<file path="src/ehdc_pkg.sv">
// Shared types and constants for the smoothed level controller with hysteresis and dwell.
package ehdc_pkg;

  // Command field of an input item
  localparam int CMD_WIDTH = 2;

  typedef enum logic [CMD_WIDTH-1:0] {
    CMD_UPDATE = 2'd0,
    CMD_FORCE  = 2'd1,
    CMD_CLEAR  = 2'd2
  } cmd_t;

  // Configuration port
  localparam int CFG_INDEX_WIDTH = 3;
  localparam int CFG_DATA_WIDTH  = 64;

  typedef enum logic [CFG_INDEX_WIDTH-1:0] {
    REG_ALPHA      = 3'd0,
    REG_HIGH_MARK  = 3'd1,
    REG_LOW_MARK   = 3'd2,
    REG_MIN_DWELL  = 3'd3,
    REG_SMOOTHING  = 3'd4,
    REG_HYSTERESIS = 3'd5
  } reg_index_t;

  // Smoothing weight, fixed point with 16 fraction bits; one is 1 << 16
  localparam int ALPHA_FRAC  = 16;
  localparam int ALPHA_WIDTH = ALPHA_FRAC + 1;
  localparam logic [ALPHA_WIDTH-1:0] ALPHA_ONE = 17'h1_0000;

  // Per-item control handed from the input stage to the core
  typedef struct packed {
    cmd_t cmd;
    logic forced_level;
    logic smoothing_on;
    logic hysteresis_on;
  } ctrl_t;

endpackage

</file>
<file path="src/ehdc_if.sv">
// Channel interfaces: input items, result items and configuration writes.
interface ehdc_item_if #(
  parameter int SAMPLE_WIDTH = 16,
  parameter int TICK_WIDTH   = 48
);
  logic                             valid;
  logic                             ready;
  logic [ehdc_pkg::CMD_WIDTH-1:0]   cmd;
  logic [SAMPLE_WIDTH-1:0]          sample;
  logic [TICK_WIDTH-1:0]            tick;
  logic                             forced_level;

  modport source (output valid, cmd, sample, tick, forced_level, input ready);
  modport sink   (input valid, cmd, sample, tick, forced_level, output ready);
endinterface

interface ehdc_result_if #(
  parameter int SAMPLE_WIDTH = 16
);
  logic                    valid;
  logic                    ready;
  logic                    level;
  logic [SAMPLE_WIDTH-1:0] smoothed;

  modport source (output valid, level, smoothed, input ready);
  modport sink   (input valid, level, smoothed, output ready);
endinterface

interface ehdc_cfg_if;
  logic                                   valid;
  logic                                   ready;
  logic [ehdc_pkg::CFG_INDEX_WIDTH-1:0]   index;
  logic [ehdc_pkg::CFG_DATA_WIDTH-1:0]    data;

  modport source (output valid, index, data, input ready);
  modport sink   (input valid, index, data, output ready);
endinterface

</file>
<file path="src/ehdc_core.sv">
// Controller state and its combinational update: moving average, hysteresis and dwell check.
module ehdc_core #(
  parameter int SAMPLE_WIDTH = 16,
  parameter int TICK_WIDTH   = 48
) (
  input  logic                                 clk,
  input  logic                                 rst,
  input  logic                                 advance,
  input  ehdc_pkg::ctrl_t                      ctrl,
  input  logic [SAMPLE_WIDTH-1:0]              sample,
  input  logic [TICK_WIDTH-1:0]                tick,
  input  logic [ehdc_pkg::ALPHA_WIDTH-1:0]     alpha,
  input  logic [SAMPLE_WIDTH-1:0]              high_mark,
  input  logic [SAMPLE_WIDTH-1:0]              low_mark,
  input  logic [TICK_WIDTH-1:0]                min_dwell,
  output logic                                 level,
  output logic [SAMPLE_WIDTH-1:0]              average
);

  localparam int DIFF_WIDTH = SAMPLE_WIDTH + 1;
  localparam int PROD_WIDTH = ehdc_pkg::ALPHA_WIDTH + 1 + DIFF_WIDTH;

  logic                    seeded;
  logic [TICK_WIDTH-1:0]   last_change_tick;

  logic                    level_next;
  logic [SAMPLE_WIDTH-1:0] average_next;
  logic                    seeded_next;
  logic [TICK_WIDTH-1:0]   last_change_tick_next;

  logic signed [DIFF_WIDTH-1:0] diff;
  logic signed [PROD_WIDTH-1:0] prod;
  logic signed [PROD_WIDTH-1:0] prod_scaled;
  logic signed [DIFF_WIDTH-1:0] ema_sum;
  logic [SAMPLE_WIDTH-1:0]      ema_value;
  logic [SAMPLE_WIDTH-1:0]      new_average;
  logic [TICK_WIDTH:0]          dwell_deadline;
  logic                         dwell_met;

  // Moving average as avg + floor(alpha * (sample - avg) / 2^16); same as the truncated blend
  assign diff        = $signed({1'b0, sample}) - $signed({1'b0, average});
  assign prod        = $signed({1'b0, alpha}) * diff;
  assign prod_scaled = prod >>> ehdc_pkg::ALPHA_FRAC;
  assign ema_sum     = $signed({1'b0, average}) + prod_scaled[DIFF_WIDTH-1:0];
  assign ema_value   = ema_sum[SAMPLE_WIDTH-1:0];

  // First sample after a clear seeds the average; raw sample when smoothing is off
  assign new_average = (ctrl.smoothing_on && seeded) ? ema_value : sample;

  // Dwell check with one guard bit so the deadline never wraps
  assign dwell_deadline = {1'b0, last_change_tick} + {1'b0, min_dwell};
  assign dwell_met      = ({1'b0, tick} >= dwell_deadline);

  // Work out the state after the item
  always_comb begin
    level_next            = level;
    average_next          = average;
    seeded_next           = seeded;
    last_change_tick_next = last_change_tick;
    case (ctrl.cmd)
      ehdc_pkg::CMD_UPDATE: begin
        average_next = new_average;
        seeded_next  = 1'b1;
        if (ctrl.hysteresis_on) begin
          if (!level) begin
            if ((new_average > high_mark) && dwell_met) begin
              level_next            = 1'b1;
              last_change_tick_next = tick;
            end
          end else begin
            if ((new_average < low_mark) && dwell_met) begin
              level_next            = 1'b0;
              last_change_tick_next = tick;
            end
          end
        end else begin
          level_next = (new_average >= high_mark);
        end
      end
      ehdc_pkg::CMD_FORCE: begin
        level_next            = ctrl.forced_level;
        last_change_tick_next = tick;
      end
      ehdc_pkg::CMD_CLEAR: begin
        level_next            = 1'b0;
        average_next          = '0;
        seeded_next           = 1'b0;
        last_change_tick_next = '0;
      end
      default: begin
      end
    endcase
  end

  // Commit the state when the item moves into the result slot
  always_ff @(posedge clk) begin
    if (rst) begin
      level            <= 1'b0;
      average          <= '0;
      seeded           <= 1'b0;
      last_change_tick <= '0;
    end else if (advance) begin
      level            <= level_next;
      average          <= average_next;
      seeded           <= seeded_next;
      last_change_tick <= last_change_tick_next;
    end
  end

  // A clear leaves everything at zero
  a_clear_zeroes: assert property (@(posedge clk) disable iff (rst)
    (advance && ctrl.cmd == ehdc_pkg::CMD_CLEAR) |=>
      (!level && average == '0 && !seeded && last_change_tick == '0))
    else $error("clear did not zero the controller state");

  // State moves only with an item
  a_hold_when_idle: assert property (@(posedge clk) disable iff (rst)
    !advance |=> ($stable(level) && $stable(average) && $stable(last_change_tick)))
    else $error("controller state changed without an item");

  // Raw sample passes straight through when smoothing is off
  a_raw_sample: assert property (@(posedge clk) disable iff (rst)
    (advance && ctrl.cmd == ehdc_pkg::CMD_UPDATE && !ctrl.smoothing_on) |=>
      (average == $past(sample) && seeded))
    else $error("raw sample not taken as average");

  // A forced level lands with its tick
  a_force: assert property (@(posedge clk) disable iff (rst)
    (advance && ctrl.cmd == ehdc_pkg::CMD_FORCE) |=>
      (level == $past(ctrl.forced_level) && last_change_tick == $past(tick)))
    else $error("force command not applied");

endmodule

</file>
<file path="src/ema_hysteresis_dwell_controller_top.sv">
// Top level: configuration registers, input stage and result handshake around the core.
//
//  channel  direction  carries                                   transfer when
//  item     in         cmd, sample, tick, forced_level           item.valid & item.ready
//  result   out        level, smoothed                           result.valid & result.ready
//  cfg      in         index, data (alpha .. hysteresis_on)      cfg.valid & cfg.ready
//
// One item per cycle sustained while results are taken; an item's result is offered once it has
// passed the input register and then the state/result register, and transfers on result.ready.
// The combinational average multiply, watermark compare and dwell compare set the clock path.
// Reset (rst, synchronous) empties both stages, zeroes the state and loads register defaults.
// A stalled result holds; the input register still takes one more item behind it.
// Configuration writes are always ready.
module ema_hysteresis_dwell_controller_top #(
  parameter int SAMPLE_WIDTH = 16,
  parameter int TICK_WIDTH   = 48
) (
  input  logic          clk,
  input  logic          rst,
  ehdc_item_if.sink     item,
  ehdc_result_if.source result,
  ehdc_cfg_if.sink      cfg
);

  // Configuration registers
  logic [ehdc_pkg::ALPHA_WIDTH-1:0] alpha;
  logic [SAMPLE_WIDTH-1:0]          high_mark;
  logic [SAMPLE_WIDTH-1:0]          low_mark;
  logic [TICK_WIDTH-1:0]            min_dwell;
  logic                             smoothing_on;
  logic                             hysteresis_on;
  logic [ehdc_pkg::ALPHA_WIDTH-1:0] alpha_wr;

  // Input stage
  logic                           stage_valid;
  logic [ehdc_pkg::CMD_WIDTH-1:0] stage_cmd;
  logic [SAMPLE_WIDTH-1:0]        stage_sample;
  logic [TICK_WIDTH-1:0]          stage_tick;
  logic                           stage_forced;

  logic            result_valid;
  logic            advance;
  ehdc_pkg::ctrl_t ctrl;

  // Take configuration writes at any time; saturate alpha at one
  assign cfg.ready = 1'b1;
  assign alpha_wr  = cfg.data[ehdc_pkg::ALPHA_WIDTH-1:0];

  always_ff @(posedge clk) begin
    if (rst) begin
      alpha         <= ehdc_pkg::ALPHA_ONE;
      high_mark     <= '0;
      low_mark      <= '0;
      min_dwell     <= '0;
      smoothing_on  <= 1'b0;
      hysteresis_on <= 1'b0;
    end else if (cfg.valid) begin
      case (ehdc_pkg::reg_index_t'(cfg.index))
        ehdc_pkg::REG_ALPHA:
          alpha <= (alpha_wr > ehdc_pkg::ALPHA_ONE) ? ehdc_pkg::ALPHA_ONE : alpha_wr;
        ehdc_pkg::REG_HIGH_MARK:  high_mark     <= cfg.data[SAMPLE_WIDTH-1:0];
        ehdc_pkg::REG_LOW_MARK:   low_mark      <= cfg.data[SAMPLE_WIDTH-1:0];
        ehdc_pkg::REG_MIN_DWELL:  min_dwell     <= cfg.data[TICK_WIDTH-1:0];
        ehdc_pkg::REG_SMOOTHING:  smoothing_on  <= cfg.data[0];
        ehdc_pkg::REG_HYSTERESIS: hysteresis_on <= cfg.data[0];
        default: begin
        end
      endcase
    end
  end

  // Advance an item into the result slot when that slot is free or being emptied
  assign advance    = stage_valid && (!result_valid || result.ready);
  assign item.ready = !stage_valid || advance;

  // Input register: valid under reset, payload without reset and loaded on transfer
  always_ff @(posedge clk) begin
    if (rst) begin
      stage_valid <= 1'b0;
    end else if (item.ready) begin
      stage_valid <= item.valid;
    end
  end

  always_ff @(posedge clk) begin
    if (item.valid && item.ready) begin
      stage_cmd    <= item.cmd;
      stage_sample <= item.sample;
      stage_tick   <= item.tick;
      stage_forced <= item.forced_level;
    end
  end

  // Result valid: set on advance, drop once taken
  always_ff @(posedge clk) begin
    if (rst) begin
      result_valid <= 1'b0;
    end else if (advance) begin
      result_valid <= 1'b1;
    end else if (result.ready) begin
      result_valid <= 1'b0;
    end
  end

  assign ctrl.cmd           = ehdc_pkg::cmd_t'(stage_cmd);
  assign ctrl.forced_level  = stage_forced;
  assign ctrl.smoothing_on  = smoothing_on;
  assign ctrl.hysteresis_on = hysteresis_on;

  // State registers double as the result payload: they change only on advance
  ehdc_core #(
    .SAMPLE_WIDTH (SAMPLE_WIDTH),
    .TICK_WIDTH   (TICK_WIDTH)
  ) u_core (
    .clk       (clk),
    .rst       (rst),
    .advance   (advance),
    .ctrl      (ctrl),
    .sample    (stage_sample),
    .tick      (stage_tick),
    .alpha     (alpha),
    .high_mark (high_mark),
    .low_mark  (low_mark),
    .min_dwell (min_dwell),
    .level     (result.level),
    .average   (result.smoothed)
  );

  assign result.valid = result_valid;

  // A result appears only from an item that advanced
  a_result_from_item: assert property (@(posedge clk) disable iff (rst)
    $rose(result_valid) |-> $past(advance))
    else $error("result raised without an item");

  // A full input stage facing a free result slot must move on
  a_no_bubble: assert property (@(posedge clk) disable iff (rst)
    (stage_valid && !result_valid) |-> advance)
    else $error("input stage held while result slot empty");

  // Alpha never exceeds one
  a_alpha_sat: assert property (@(posedge clk) disable iff (rst)
    1'b1 |=> (alpha <= ehdc_pkg::ALPHA_ONE))
    else $error("alpha above one");

endmodule
</file>
<file path="src/flat_wrapper.sv">
// flat-port wrapper written by rule: the top's interface ports become plain ports
module ema_hysteresis_dwell_controller_top_flat 
#(
  parameter int SAMPLE_WIDTH = 16,
  parameter int TICK_WIDTH   = 48
)
  (clk, rst, item_valid, item_cmd, item_sample, item_tick, item_forced_level, item_ready, result_valid, result_level, result_smoothed, result_ready, cfg_valid, cfg_index, cfg_data, cfg_ready);
  ehdc_item_if #(.SAMPLE_WIDTH(SAMPLE_WIDTH), .TICK_WIDTH(TICK_WIDTH)) item_i ();
  ehdc_result_if #(.SAMPLE_WIDTH(SAMPLE_WIDTH)) result_i ();
  ehdc_cfg_if cfg_i ();
  input  logic clk;
  input  logic rst;
  input wire logic [$bits(item_i.valid)-1:0] item_valid;
  input wire logic [$bits(item_i.cmd)-1:0] item_cmd;
  input wire logic [$bits(item_i.sample)-1:0] item_sample;
  input wire logic [$bits(item_i.tick)-1:0] item_tick;
  input wire logic [$bits(item_i.forced_level)-1:0] item_forced_level;
  output wire logic [$bits(item_i.ready)-1:0] item_ready;
  output wire logic [$bits(result_i.valid)-1:0] result_valid;
  output wire logic [$bits(result_i.level)-1:0] result_level;
  output wire logic [$bits(result_i.smoothed)-1:0] result_smoothed;
  input wire logic [$bits(result_i.ready)-1:0] result_ready;
  input wire logic [$bits(cfg_i.valid)-1:0] cfg_valid;
  input wire logic [$bits(cfg_i.index)-1:0] cfg_index;
  input wire logic [$bits(cfg_i.data)-1:0] cfg_data;
  output wire logic [$bits(cfg_i.ready)-1:0] cfg_ready;
  assign item_i.valid = item_valid;
  assign item_i.cmd = item_cmd;
  assign item_i.sample = item_sample;
  assign item_i.tick = item_tick;
  assign item_i.forced_level = item_forced_level;
  assign item_ready = item_i.ready;
  assign result_valid = result_i.valid;
  assign result_level = result_i.level;
  assign result_smoothed = result_i.smoothed;
  assign result_i.ready = result_ready;
  assign cfg_i.valid = cfg_valid;
  assign cfg_i.index = cfg_index;
  assign cfg_i.data = cfg_data;
  assign cfg_ready = cfg_i.ready;
  ema_hysteresis_dwell_controller_top #(.SAMPLE_WIDTH(SAMPLE_WIDTH), .TICK_WIDTH(TICK_WIDTH)) u_core (.clk(clk), .rst(rst), .item(item_i), .result(result_i), .cfg(cfg_i));
endmodule
</file>
<file path="config.mk">
export PLATFORM = sky130hd
export DESIGN_NAME = ema_hysteresis_dwell_controller_top_flat
export DESIGN_NICKNAME = d
export VERILOG_FILES = /design/src/ehdc_pkg.sv /design/src/ehdc_if.sv /design/src/ehdc_core.sv /design/src/ema_hysteresis_dwell_controller_top.sv /design/src/flat_wrapper.sv
export SDC_FILE = /design/constraint.sdc
export NUM_CORES = 1
export LEC_CHECK = 0
export BUFFER_PORTS_ARGS = -buffer_cell sky130_fd_sc_hd__buf_4
export CORE_MARGIN = 10
export CORE_UTILIZATION = 55
export DETAILED_ROUTE_END_ITERATION = 12
export PLACE_DENSITY = 0.74
export SETUP_SLACK_MARGIN = 0.1
export SLEW_MARGIN = 40
export SYNTH_ARGS = -nofsm -noshare
export SYNTH_HDL_FRONTEND = slang
export SYNTH_SLANG_ARGS = --single-unit
export TNS_END_PERCENT = 10
</file>
<file path="constraint.sdc">
create_clock -name clk -period 13 [get_ports clk]
set_clock_uncertainty 0.05 [all_clocks]
set_input_delay 1.3 -clock clk [delete_from_list [all_inputs] [get_ports clk]]
set_output_delay 1.3 -clock clk [all_outputs]
set_load 0.05 [all_outputs]
</file>
# Word-level counts from Yosys, hierarchy flattened
# Index checks and enable logic that the tools add are counted.
[totals] reg_bits=234 in_bits=139 out_inout_bits=20 elab_cells=74
[classes] add_sub_neg=3 n_mul=1 order_cmp=5 eq_ne=10 mux=16 n_reduce_logical=23
[op_table] cell="two-way mux 48 bit" n=4
[op_table] cell="case mux 48 bit (3 select lines)" n=1
[op_table] cell="adder 48 x 48 -> 49 bit" n=1
[op_table] cell=">= comparator 48 x 49 -> 1 bit" n=1
[op_table] cell="multiplier 18 x 17 -> 32 bit" n=1
[op_table] cell="case mux 16 bit (2 select lines)" n=1
[op_table] cell="greater-than comparator 17 bit (second input constant)" n=1
[op_table] cell="two-way mux 17 bit" n=1
[op_table] cell="subtractor 16 x 16 -> 17 bit" n=1
[op_table] cell="adder 16 bit" n=1
[op_table] cell=">= comparator 16 bit" n=1
[op_table] cell="greater-than comparator 16 bit" n=1
[op_table] cell="< comparator 16 bit" n=1
[op_table] cell="two-way mux 16 bit" n=1
[op_table] cell="AND reduction 2 bit" n=8
[op_table] cell="== test 3 x 2 -> 1 bit (second input constant)" n=2
[op_table] cell="== test 3 bit (second input constant)" n=2
[op_table] cell="two-way mux 1 bit" n=6
[op_table] cell="inequality test 3 bit (second input constant)" n=2
[op_table] cell="logical AND 1 bit" n=5
[op_table] cell="AND reduction 5 bit" n=1
[op_table] cell="nonzero test 2 bit" n=2
[op_table] cell="== test 3 x 1 -> 1 bit (second input constant)" n=1
[op_table] cell="logical NOT 3 bit" n=1
[op_table] cell="9 further kinds" n=11

# Depth between registers and ports, before layout
# Gate-level depths: netlist of run 1.
[logic_depth] word_depth=10 mapped_depth=56 depth_no_buf=53

# Cells and area by module
# A second synthesis of run 1 with hierarchy kept.
[unflattened] cells_unflattened=2575 area_unflattened_um2=23072.1
[by_module_without_submodules] mod="ehdc_core" n_inst=1 cells_per_inst=2091 area_each_um2=17496.8 seq_area_each_um2=1321.3
[by_module_without_submodules] mod="ema_hysteresis_dwell_controller_top" n_inst=1 cells_per_inst=484 area_each_um2=5575.3 seq_area_each_um2=4033.9

# Least setup slack after synthesis of run 1
# No wires, ideal clock.
[synth_path] path_type="register to register" from="register u_core.u_core.average[1]" to="register u_core.u_core.last_change_tick[15]" setup_time_ps=132 t_arrival_ps=12003 t_required_ps=12818 path_slack_ps=814 path_stages_with_launch=54 path_buffers=3 synth_period_minus_slack_ps=12186 cell_sequence="dfxtp_1 -> inv_1 -> ha_1 -> nor2b_1 -> o31a_1 -> o2111ai_1 -> a21boi_1 -> o21ai_0 -> a21boi_0 -> o21a_1 -> o21ai_1 -> clkbuf_1 -> nand3_1 -> fa_1 -> inv_1 -> ha_1 -> inv_1 -> fa_1 -> (+18 left out) -> a21oi_1 -> o21ai_0 -> a21o_1 -> a21oi_1 -> or3_1 -> o2111ai_1 -> nand3_1 -> ha_1 -> and3_1 -> a2111oi_0 -> o21ai_0 -> nor2_1 -> a2bb2o_1 -> o41a_1 -> buf_2 -> buf_4 -> o21ai_0 -> a21oi_1"
[synth_between] elab_chain_len=8 elab_cells_between_ends=11 classes_between="2 x add/sub; 1 x mul; 2 x order compare; 2 x eq/ne; 1 x mux; 3 x reduce/logical"
[synth_rtl] element="start: declaration" line="ehdc_core.sv:17" rtl="output logic [SAMPLE_WIDTH-1:0] average"
[synth_rtl] element="start signal: assignment" line="ehdc_core.sv:104" rtl="average <= average_next;"
[synth_rtl] element="subtractor 16 x 16 -> 17 bit" line="ehdc_core.sv:41" rtl="assign diff = $signed({1'b0, sample}) - $signed({1'b0, average});"
[synth_rtl] element="multiplier 18 x 17 -> 32 bit" line="ehdc_core.sv:42" rtl="assign prod = $signed({1'b0, alpha}) * diff;"
[synth_rtl] element="adder 16 bit (*)" line="ehdc_core.sv:44" rtl="assign ema_sum = $signed({1'b0, average}) + prod_scaled[DIFF_WIDTH-1:0];"
[synth_rtl] element="two-way mux 16 bit (*)" line="ehdc_core.sv:48" rtl="assign new_average = (ctrl.smoothing_on && seeded) ? ema_value : sample;"
[synth_rtl] element="< comparator 16 bit / greater-than comparator 16 bit (equally long branches)" line="ehdc_core.sv:71, ehdc_core.sv:66"
[synth_rtl] element="logical AND 1 bit, on equally long branches" line="ehdc_core.sv:71, ehdc_core.sv:66"
[synth_rtl] element="inequality test 3 bit (no line)"
[synth_rtl] element="AND reduction 5 bit (no line) (*)"
[synth_rtl] element="end signal: assignment" line="ehdc_core.sv:106" rtl="last_change_tick <= last_change_tick_next;"
[synth_rtl] element="end: declaration" line="ehdc_core.sv:24" rtl="logic [TICK_WIDTH-1:0] last_change_tick;"
# Every way passes the cells marked *; elsewhere a longest branch is shown, timed or not.
# A chain may end at the register's enable or synchronous reset.

# Worst setup path after layout of run 1
[layout_path] from="register u_core.stage_sample[0]" to="register u_core.u_core.last_change_tick[38]"
[layout_between] elab_chain_len=8 elab_cells_between_ends=11 classes_between="2 x add/sub; 1 x mul; 2 x order compare; 2 x eq/ne; 1 x mux; 3 x reduce/logical"
[layout_rtl] element="start: declaration" line="ema_hysteresis_dwell_controller_top.sv:37" rtl="logic [SAMPLE_WIDTH-1:0] stage_sample;"
[layout_rtl] element="start signal: assignment" line="ema_hysteresis_dwell_controller_top.sv:88" rtl="stage_sample <= item.sample;"
[layout_rtl] element="subtractor 16 x 16 -> 17 bit" line="ehdc_core.sv:41"
[layout_rtl] element="multiplier 18 x 17 -> 32 bit" line="ehdc_core.sv:42"
[layout_rtl] element="adder 16 bit" line="ehdc_core.sv:44"
[layout_rtl] element="two-way mux 16 bit (*)" line="ehdc_core.sv:48"
[layout_rtl] element="< comparator 16 bit / greater-than comparator 16 bit (equally long branches)" line="ehdc_core.sv:71, ehdc_core.sv:66"
[layout_rtl] element="logical AND 1 bit, on equally long branches" line="ehdc_core.sv:71, ehdc_core.sv:66"
[layout_rtl] element="inequality test 3 bit (no line)"
[layout_rtl] element="AND reduction 5 bit (no line) (*)"
# Marked as above.

==> impl_metrics.py, run 1 <==
metrics = {
    "synth": {
        "synth_edf_count": 67,
        "synthCells": 2718,
        "synth_seq_cells": 234,
        "avgSynthCellArea_um2": 8.653,
        "synth_area_um2": 23520,
        "synth_seq_area_share_pct": 22.77,
        "synth-async-reset-ratio_pct": 0,
        "synth_ff_type": "dfxtp_1",
        "ys.warnings.count": 0,
        "yosysUniqueCellTypes": 82,
        "synth_nets": 3354,
    },
    "final_layout": {
        "layout-drive-gt1-share_pct": 12.76,
        "nets": 3501,
        "syn2layout_area_growth_pct": 14.01,
        "final_cell_count_no_fill": 3423,
    },
    "route": {
        "routed_wirelength_mm": 67.40,
        "ant_nets": 0,
        "viasPerCell": 5.927,
        "wl_per_cell_um": 19.69,
        "drc": 0,
        "drt_iter0_drc": 1503,
        "via_count": 20290,
        "firstDrtPassIters": 6,
    },
    "timing": {
        "worst_slack_ns": 0.5709,
        "drv_slew": 0,
        "hold_violations": 0,
        "period_share_pct": 95.61,
        "grt_setup_unrepaired": "false",
        "hold_slack_ns": 0.4063,
        "relSlewSlack_pct": 40.68,
        "tightest_slew_ns": 0.8886,
        "setup_violations": 0,
        "max_freq_ghz": 0.08046,
        "min_period_ns": 12.43,
    },
    "grt": {
        "grt_pass1_vias": 20980,
        "met2_usage_pct": 45.28,
        "grt_max_degree": 88,
        "grt_pass1_wl_mm": 108.7,
        "grt_util_all_layers_pct": 26.23,
        "busiest_layer": "met2",
        "grt_use_met1_pct": 32.57,
        "grt_overflow": 0,
        "gr-usage-met3_pct": 3.307,
        "antenna_found_initial": 2,
    },
    "worst_setup_path": {
        "rrSetupSlack_ns": 0.57,
        "r2r-start": "u_core.stage_sample[0]",
        "start_kind": "register",
        "critPathArrivalTime_ns": 12.84,
        "required_ns": 13.41,
        "reg2reg_to": "u_core.u_core.last_change_tick[38]",
        "critPathCaptureType": "register",
        "slowest_stage": "xnor2_1",
        "cp-startpoint": "u_core.stage_sample[0]",
        "ff2ff_path_depth": 54,
        "critical_path_class": "reg -> reg",
        "worstPathMaxFanout": 11,
        "max_stage_delay_ns": 0.61,
    },
    "run_status": {
        "status": "finished, final reports clean",
    },
    "cts": {
        "clk_latency_ns": 0.54,
        "clock_tree.root_cell": "clkbuf_16",
        "clk_pin_slew_worst_paths_ns": 0.07,
        "cts_tree": "done",
        "clock-sinks": 234,
        "cts_buffer_depth": 3,
        "h-tree-depth": 1,
        "cts_buffers": 24,
    },
    "placement": {
        "hpwl_mm": 51.51,
        "portBuffers": 141,
        "pre_cts_slack_ns": -0.2140,
        "gp_congestion": 0.9424,
        "dp.cells": 3367,
    },
    "pwr": {
        "finalPower_mw": 2.452,
        "pwr-share-comb_pct": 38.7,
        "power_frac_seq_pct": 32.6,
        "p_switching_uw": 885.2,
        "powerDensity_nw_per_um2": 91.46,
        "ir_drop_mv": 0.1057,
        "clkPwrFrac_pct": 28.7,
        "switching_share_pct": 36.10,
        "internal-power_mw": 1.567,
        "p_leak_nw": 12.05,
    },
    "die": {
        "die_area_um2": 51430,
        "start_util_pct": 55.82,
        "ios": 159,
        "num_rows": 75,
        "die_w_um": 226.8,
        "die_y_um": 226.8,
        "coreArea_um2": 42130,
    },
    "job": {
        "drv_cap": 0,
    },
    "min_path": {
        "hold_depth": 2,
        "hold_start": "u_core.low_mark[14]",
        "hold_class": "reg -> reg",
        "min_to": "u_core.low_mark[14]",
    },
}
-- cell families after synthesis --
logic type | after synthesis | share of synthesized area, %
simple gates | 815 | 16.96
flops | 234 | 22.77
compound gates | 586 | 15.30
buf+inv | 499 | 8.076
mux | 3 | 0.1330
xor+xnor | 83 | 3.091
fa+ha+maj | 497 | 33.66
other cells | 1 | 0.01595
-- power by group through the flow --
stage	clock (mW)	combinational, mW	sequential, mW
after floorplan	0	0.562	0.811
after global placement	0	0.854	0.814
after detailed placement	0	0.879	0.814
after CTS	0.712	0.903	0.798
after global routing	0.740	1.05	0.801
final	0.705	0.949	0.799
-- cells in the final DEF, fill, tap and decap left out, types with 27 or more instances in the layout --
master and count:
ha_1 264, xor2_1 36, xnor2_1 41, inv_1 373
buf_4 231, o21ai_0 109, nor2_1 110, dfxtp_1 164
nand3_1 28, fa_1 225, clkbuf_16 27, nand4b_1 48
nand2_1 369, a21o_1 49, a21oi_1 237, and2_1 85
nor2b_1 41, edfxtp_1 67
-- worst max path at each step --
stage / cells past startpoint / endpoint / slack [ns]
after global placement: 50 / u_core.u_core.last_change_tick[40] / 0.03
after CTS: 53 / u_core.u_core.last_change_tick[22] / 0.11
final: 54 / u_core.u_core.last_change_tick[38] / 0.57
after floorplan: 53 / u_core.u_core.last_change_tick[15] / 0.81
after global routing: 52 / u_core.u_core.last_change_tick[10] / 0.08
after detailed placement: 53 / u_core.u_core.last_change_tick[19] / -0.21
-- cells in the mapped netlist, drive strengths merged, types with 11 or more instances --
library cell / n / area (µm²)
fa: 226 / 4524
nand4: 22 / 137.6
o21ai: 122 / 614.3
a22oi: 25 / 187.7
a211oi: 15 / 112.6
a2111oi: 11 / 123.9
nand3: 31 / 160.1
xor2: 37 / 324.1
xnor2: 46 / 402.9
nor4: 11 / 68.82
clkbuf: 112 / 421.7
a21o: 49 / 367.9
ha: 271 / 3391
and2: 87 / 544.3
dfxtp: 167 / 3343
edfxtp: 67 / 2012
o211ai: 15 / 112.6
nor3: 22 / 110.1
o21a: 19 / 142.6
or2: 14 / 87.58
nand4b: 48 / 420.4
a21oi: 249 / 1246
nor2: 113 / 424.2
a31oi: 11 / 83.83
nor2b: 41 / 256.5
inv: 374 / 1404
and3: 19 / 118.9
buf: 13 / 73.82
o21bai: 16 / 120.1
nand2: 372 / 1396
-- timing repair --
action | in CTS | in global routing
setup endpoints to repair | 48 | 49
resized for setup | 19 | 46
setup buffers | 3 | 5
hold buffers | 0 | 0
gates cloned | 1 | 2
pin swaps | 3 | 18
-- state kept, by name, summed over array words and instances (netlist names), 2 cells and up --
name,count
u_core.min_dwell,48
u_core.u_core.average,16
u_core.stage_sample,16
u_core.alpha,17
u_core.low_mark,16
u_core.stage_cmd,2
u_core.stage_tick,48
u_core.u_core.last_change_tick,48
u_core.high_mark,16
-- final cells by class --
cell class / instances / area (µm²)
well taps: 539 / 674.4
flip-flops and latches: 234 / 5359
clock buffers: 26 / 629.4
clock inverters: 18 / 167.7
inverters: 374 / 1404
diodes: 1 / 2.502
multi-input cells: 1985 / 16600
repair buffers: 246 / 1973
fillers: 3511 / 15320
-- worst max-delay path: cells and delay by family, from the launching register on --
kind	cells	cell delay (ns)
AO/OA/AOI/OAI	19	3.31
flip-flops	1	0.40
XOR/XNOR	2	0.77
adder cells (fa/ha/maj)	11	4.65
AND/OR/NAND/NOR	8	1.37
buffers and inverters	14	1.79
-- metal layers --
| metal | vias up | part of all wire [%] |
|---|---|---|
| met2 | 728 | 49 |
| li1 | 9389 | - |
| met5 | - | 0.021 |
| met1 | 10020 | 40 |
| met3 | 147 | 6.8 |
| met4 | 2 | 4.3 |
-- metrics by stage --
stage | util, % | cell area, µm² | setup TNS (ns)
finish | 63.63 | 26810 | 0
global route | 63.63 | 26810 | 0
global placement | 60.56 | 25520 | 0
detailed placement | 60.77 | 25610 | -7.620
CTS | 62.98 | 26540 | 0
floorplan | - | 23520 | 0
(Power assumes the default switching activity.)
==> run 2: changes to the inputs <==
--- a/config.mk
+++ b/config.mk
@@ -6,10 +6,12 @@
 export NUM_CORES = 1
 export LEC_CHECK = 0
 export BUFFER_PORTS_ARGS = -buffer_cell sky130_fd_sc_hd__buf_4
+export CELL_PAD_IN_SITES_DETAIL_PLACEMENT = 0
+export CELL_PAD_IN_SITES_GLOBAL_PLACEMENT = 1
 export CORE_MARGIN = 10
-export CORE_UTILIZATION = 55
+export CORE_UTILIZATION = 48
 export DETAILED_ROUTE_END_ITERATION = 12
-export PLACE_DENSITY = 0.74
+export PLACE_DENSITY_LB_ADDON = 0.1
 export SETUP_SLACK_MARGIN = 0.1
 export SLEW_MARGIN = 40
 export SYNTH_ARGS = -nofsm -noshare
==> run 2 against run 1 <==
Net effect:
- fmax is 0.86% higher
- final cell count is 1.9% higher
- setup slack better by 0.11 ns
- largest cell class unchanged
- hold slack worse by 0.0028 ns
- routed wire length is 1.6% higher
- largest power group unchanged
- non-clock buffer count is 22 lower
- utilization is 8.7 points lower
- flip-flop and latch count stayed put
- clock power is 13% higher
- critical path type unchanged
- power is 1.1% higher
==> impl_metrics.py, run 2 (synthesis gave the netlist of run 1 again) <==
metrics = {
    "run_status": {
        "status": "finished, final reports clean",
    },
    "cts": {
        "clk_latency_ns": 0.56,
        "clk_pin_slew_worst_paths_ns": 0.06,
        "clock_tree.root_cell": "clkbuf_16",
        "h-tree-depth": 1,
        "cts_tree": "done",
        "cts_buffers": 27,
        "cts_buffer_depth": 3,
        "clock-sinks": 234,
    },
    "job": {
        "drv_cap": 0,
    },
    "worst_setup_path": {
        "r2r-start": "u_core.stage_sample[3]",
        "required_ns": 13.43,
        "cp_common_cell": "fa_1",
        "critPathCaptureType": "register",
        "worstPathMaxFanout": 5,
        "rrSetupSlack_ns": 0.68,
        "critPathArrivalTime_ns": 12.75,
        "reg2reg_to": "u_core.u_core.last_change_tick[0]",
        "critical_path_class": "reg -> reg",
        "max_stage_delay_ns": 0.58,
        "slowest_stage": "fa_1",
        "ff2ff_path_depth": 49,
        "start_kind": "register",
    },
    "placement": {
        "hpwl_mm": 52.42,
        "portBuffers": 141,
        "gp_congestion": 0.8972,
        "pre_cts_slack_ns": 0.1148,
    },
    "final_layout": {
        "layout-drive-gt1-share_pct": 11.48,
        "seq_area_um2": 5358,
        "nets": 3482,
        "nFillCells": 4561,
        "most-common-layout-cells": "inv_1, nand2_1, ha_1",
        "multiInputGateArea_um2": 16500,
        "reg_top3": "u_core.min_dwell: 48 flops, u_core.stage_tick: 48 flops, u_core.u_core.last_change_tick: 48 flops",
        "final_common_cell": "inv_1",
        "syn2layout_area_growth_pct": 13.55,
    },
    "grt": {
        "antenna_found_initial": 4,
        "grt_util_all_layers_pct": 23.33,
        "grt_pass1_wl_mm": 107.8,
        "grt_overflow": 0,
        "grt_pass1_vias": 20190,
        "grt_max_degree": 91,
    },
    "min_path": {
        "min_to": "u_core.low_mark[14]",
        "hold_class": "reg -> reg",
        "hold_start": "u_core.low_mark[14]",
        "hold_depth": 2,
    },
    "timing": {
        "tightest_slew_ns": 0.8761,
        "relSlewSlack_pct": 41.52,
        "drv_slew": 0,
        "fin_tns_setup_ns": 0,
        "hold_violations": 0,
        "grt_setup_unrepaired": "true",
        "worst_slack_ns": 0.6772,
        "period_share_pct": 94.79,
        "min_period_ns": 12.32,
        "max_freq_ghz": 0.08115,
        "setup_violations": 0,
    },
    "pwr": {
        "powerDensity_nw_per_um2": 92.80,
        "p_leak_nw": 11.96,
        "ir_drop_mv": 0.1307,
    },
    "die": {
        "start_util_pct": 48.34,
        "die_y_um": 241.3,
        "coreArea_um2": 48650,
        "ios": 159,
        "die_w_um": 241.3,
        "num_rows": 81,
        "die_area_um2": 58250,
    },
    "route": {
        "via_count": 19580,
        "firstDrtPassIters": 5,
        "routed_wirelength_mm": 68.47,
        "viasPerCell": 5.610,
        "drc": 0,
        "ant_nets": 0,
        "drt_iter0_drc": 1205,
        "wl_per_cell_um": 19.62,
    },
}
run 2: cell types whose count changed in the layout (fill, tap and decap cells not counted), moves of 3 or more:
cell | before | now
clkinv_2 | 6 | 2
a21oi_1 | 237 | 242
clkbuf_8 | 0 | 3
a21oi_2 | 11 | 6
buf_4 | 231 | 215
o21ai_0 | 109 | 100
clkinv_4 | 4 | 0
o21ai_1 | 10 | 19
clkbuf_1 | 1 | 11
run 2: critical path: cells and delay by family (launching register included):
| family | cells | cell delay (ns) |
|---|---|---|
| compound gates | 19 | 3.89 |
| xor+xnor | 1 | 0.16 |
| fa+ha+maj | 10 | 4.25 |
| buf+inv | 6 | 0.51 |
| flops | 1 | 0.43 |
| simple gates | 13 | 2.97 |
run 2: how the worst max path moves through the flow:
stage	from	to	cells after the start
6_report	u_core.stage_sample[3]	u_core.u_core.last_change_tick[0]	49
4_1_cts	u_core.u_core.average[6]	u_core.u_core.last_change_tick[25]	51
3_3_place_gp	u_core.u_core.average[6]	u_core.u_core.last_change_tick[25]	50
3_5_place_dp	u_core.u_core.average[6]	u_core.u_core.last_change_tick[25]	51
2_1_floorplan	u_core.u_core.average[1]	u_core.u_core.last_change_tick[15]	53
5_1_grt	u_core.stage_sample[3]	u_core.u_core.last_change_tick[0]	50
run 2: power breakdown:
part	switching [mW]	internal, mW	total, mW
logic	0.524	0.360	0.884
registers	0.0203	0.778	0.799
clock network	0.305	0.490	0.796
total	0.850	1.63	2.48
run 2: final cells by class:
class | instances | area share (%)
Multi-Input combinational cell | 1985 | 61.78
Inverter | 374 | 5.257
Antenna cell | 1 | 0.009371
Clock inverter | 7 | 0.5013
Timing Repair Buffer | 224 | 6.541
Clock buffer | 42 | 2.933
Sequential cell | 234 | 20.06
Tap cell | 622 | 2.914
run 2: what timing repair did:
action                                  in CTS  in global routing
endpoints found under the setup margin      28                 49
gates resized for setup                      2                 53
hold buffers                                 0                  0
pin swaps                                    1                 11
gates cloned                                 0                  2
setup buffers                                1                  1
run 2: through the flow:
step / power [mW] / std cells / hold WS, ns / utilization [%] / area (µm²)
floorplan: 1.373 / 2718 / 0.3862 / - / 23520
global placement: 1.645 / 3435 / 0.3934 / 52.46 / 25520
detailed placement: 1.663 / 3435 / 0.3982 / 52.52 / 25550
CTS: 2.472 / 3485 / 0.4062 / 54.45 / 26490
global route: 2.634 / 3488 / 0.4209 / 54.89 / 26700
finish: 2.478 / 3489 / 0.4035 / 54.89 / 26700
run 2: per-layer routing:
metal  vias to the layer above  global-route usage (%)  share of wire (%)
li1                       9361                       -                  -
met2                       499                   40.91                 49
met4                         6                   6.687                2.9
met3                       125                   3.640                5.5
met1                      9584                   29.12                 42
met5                         -                       0              0.069
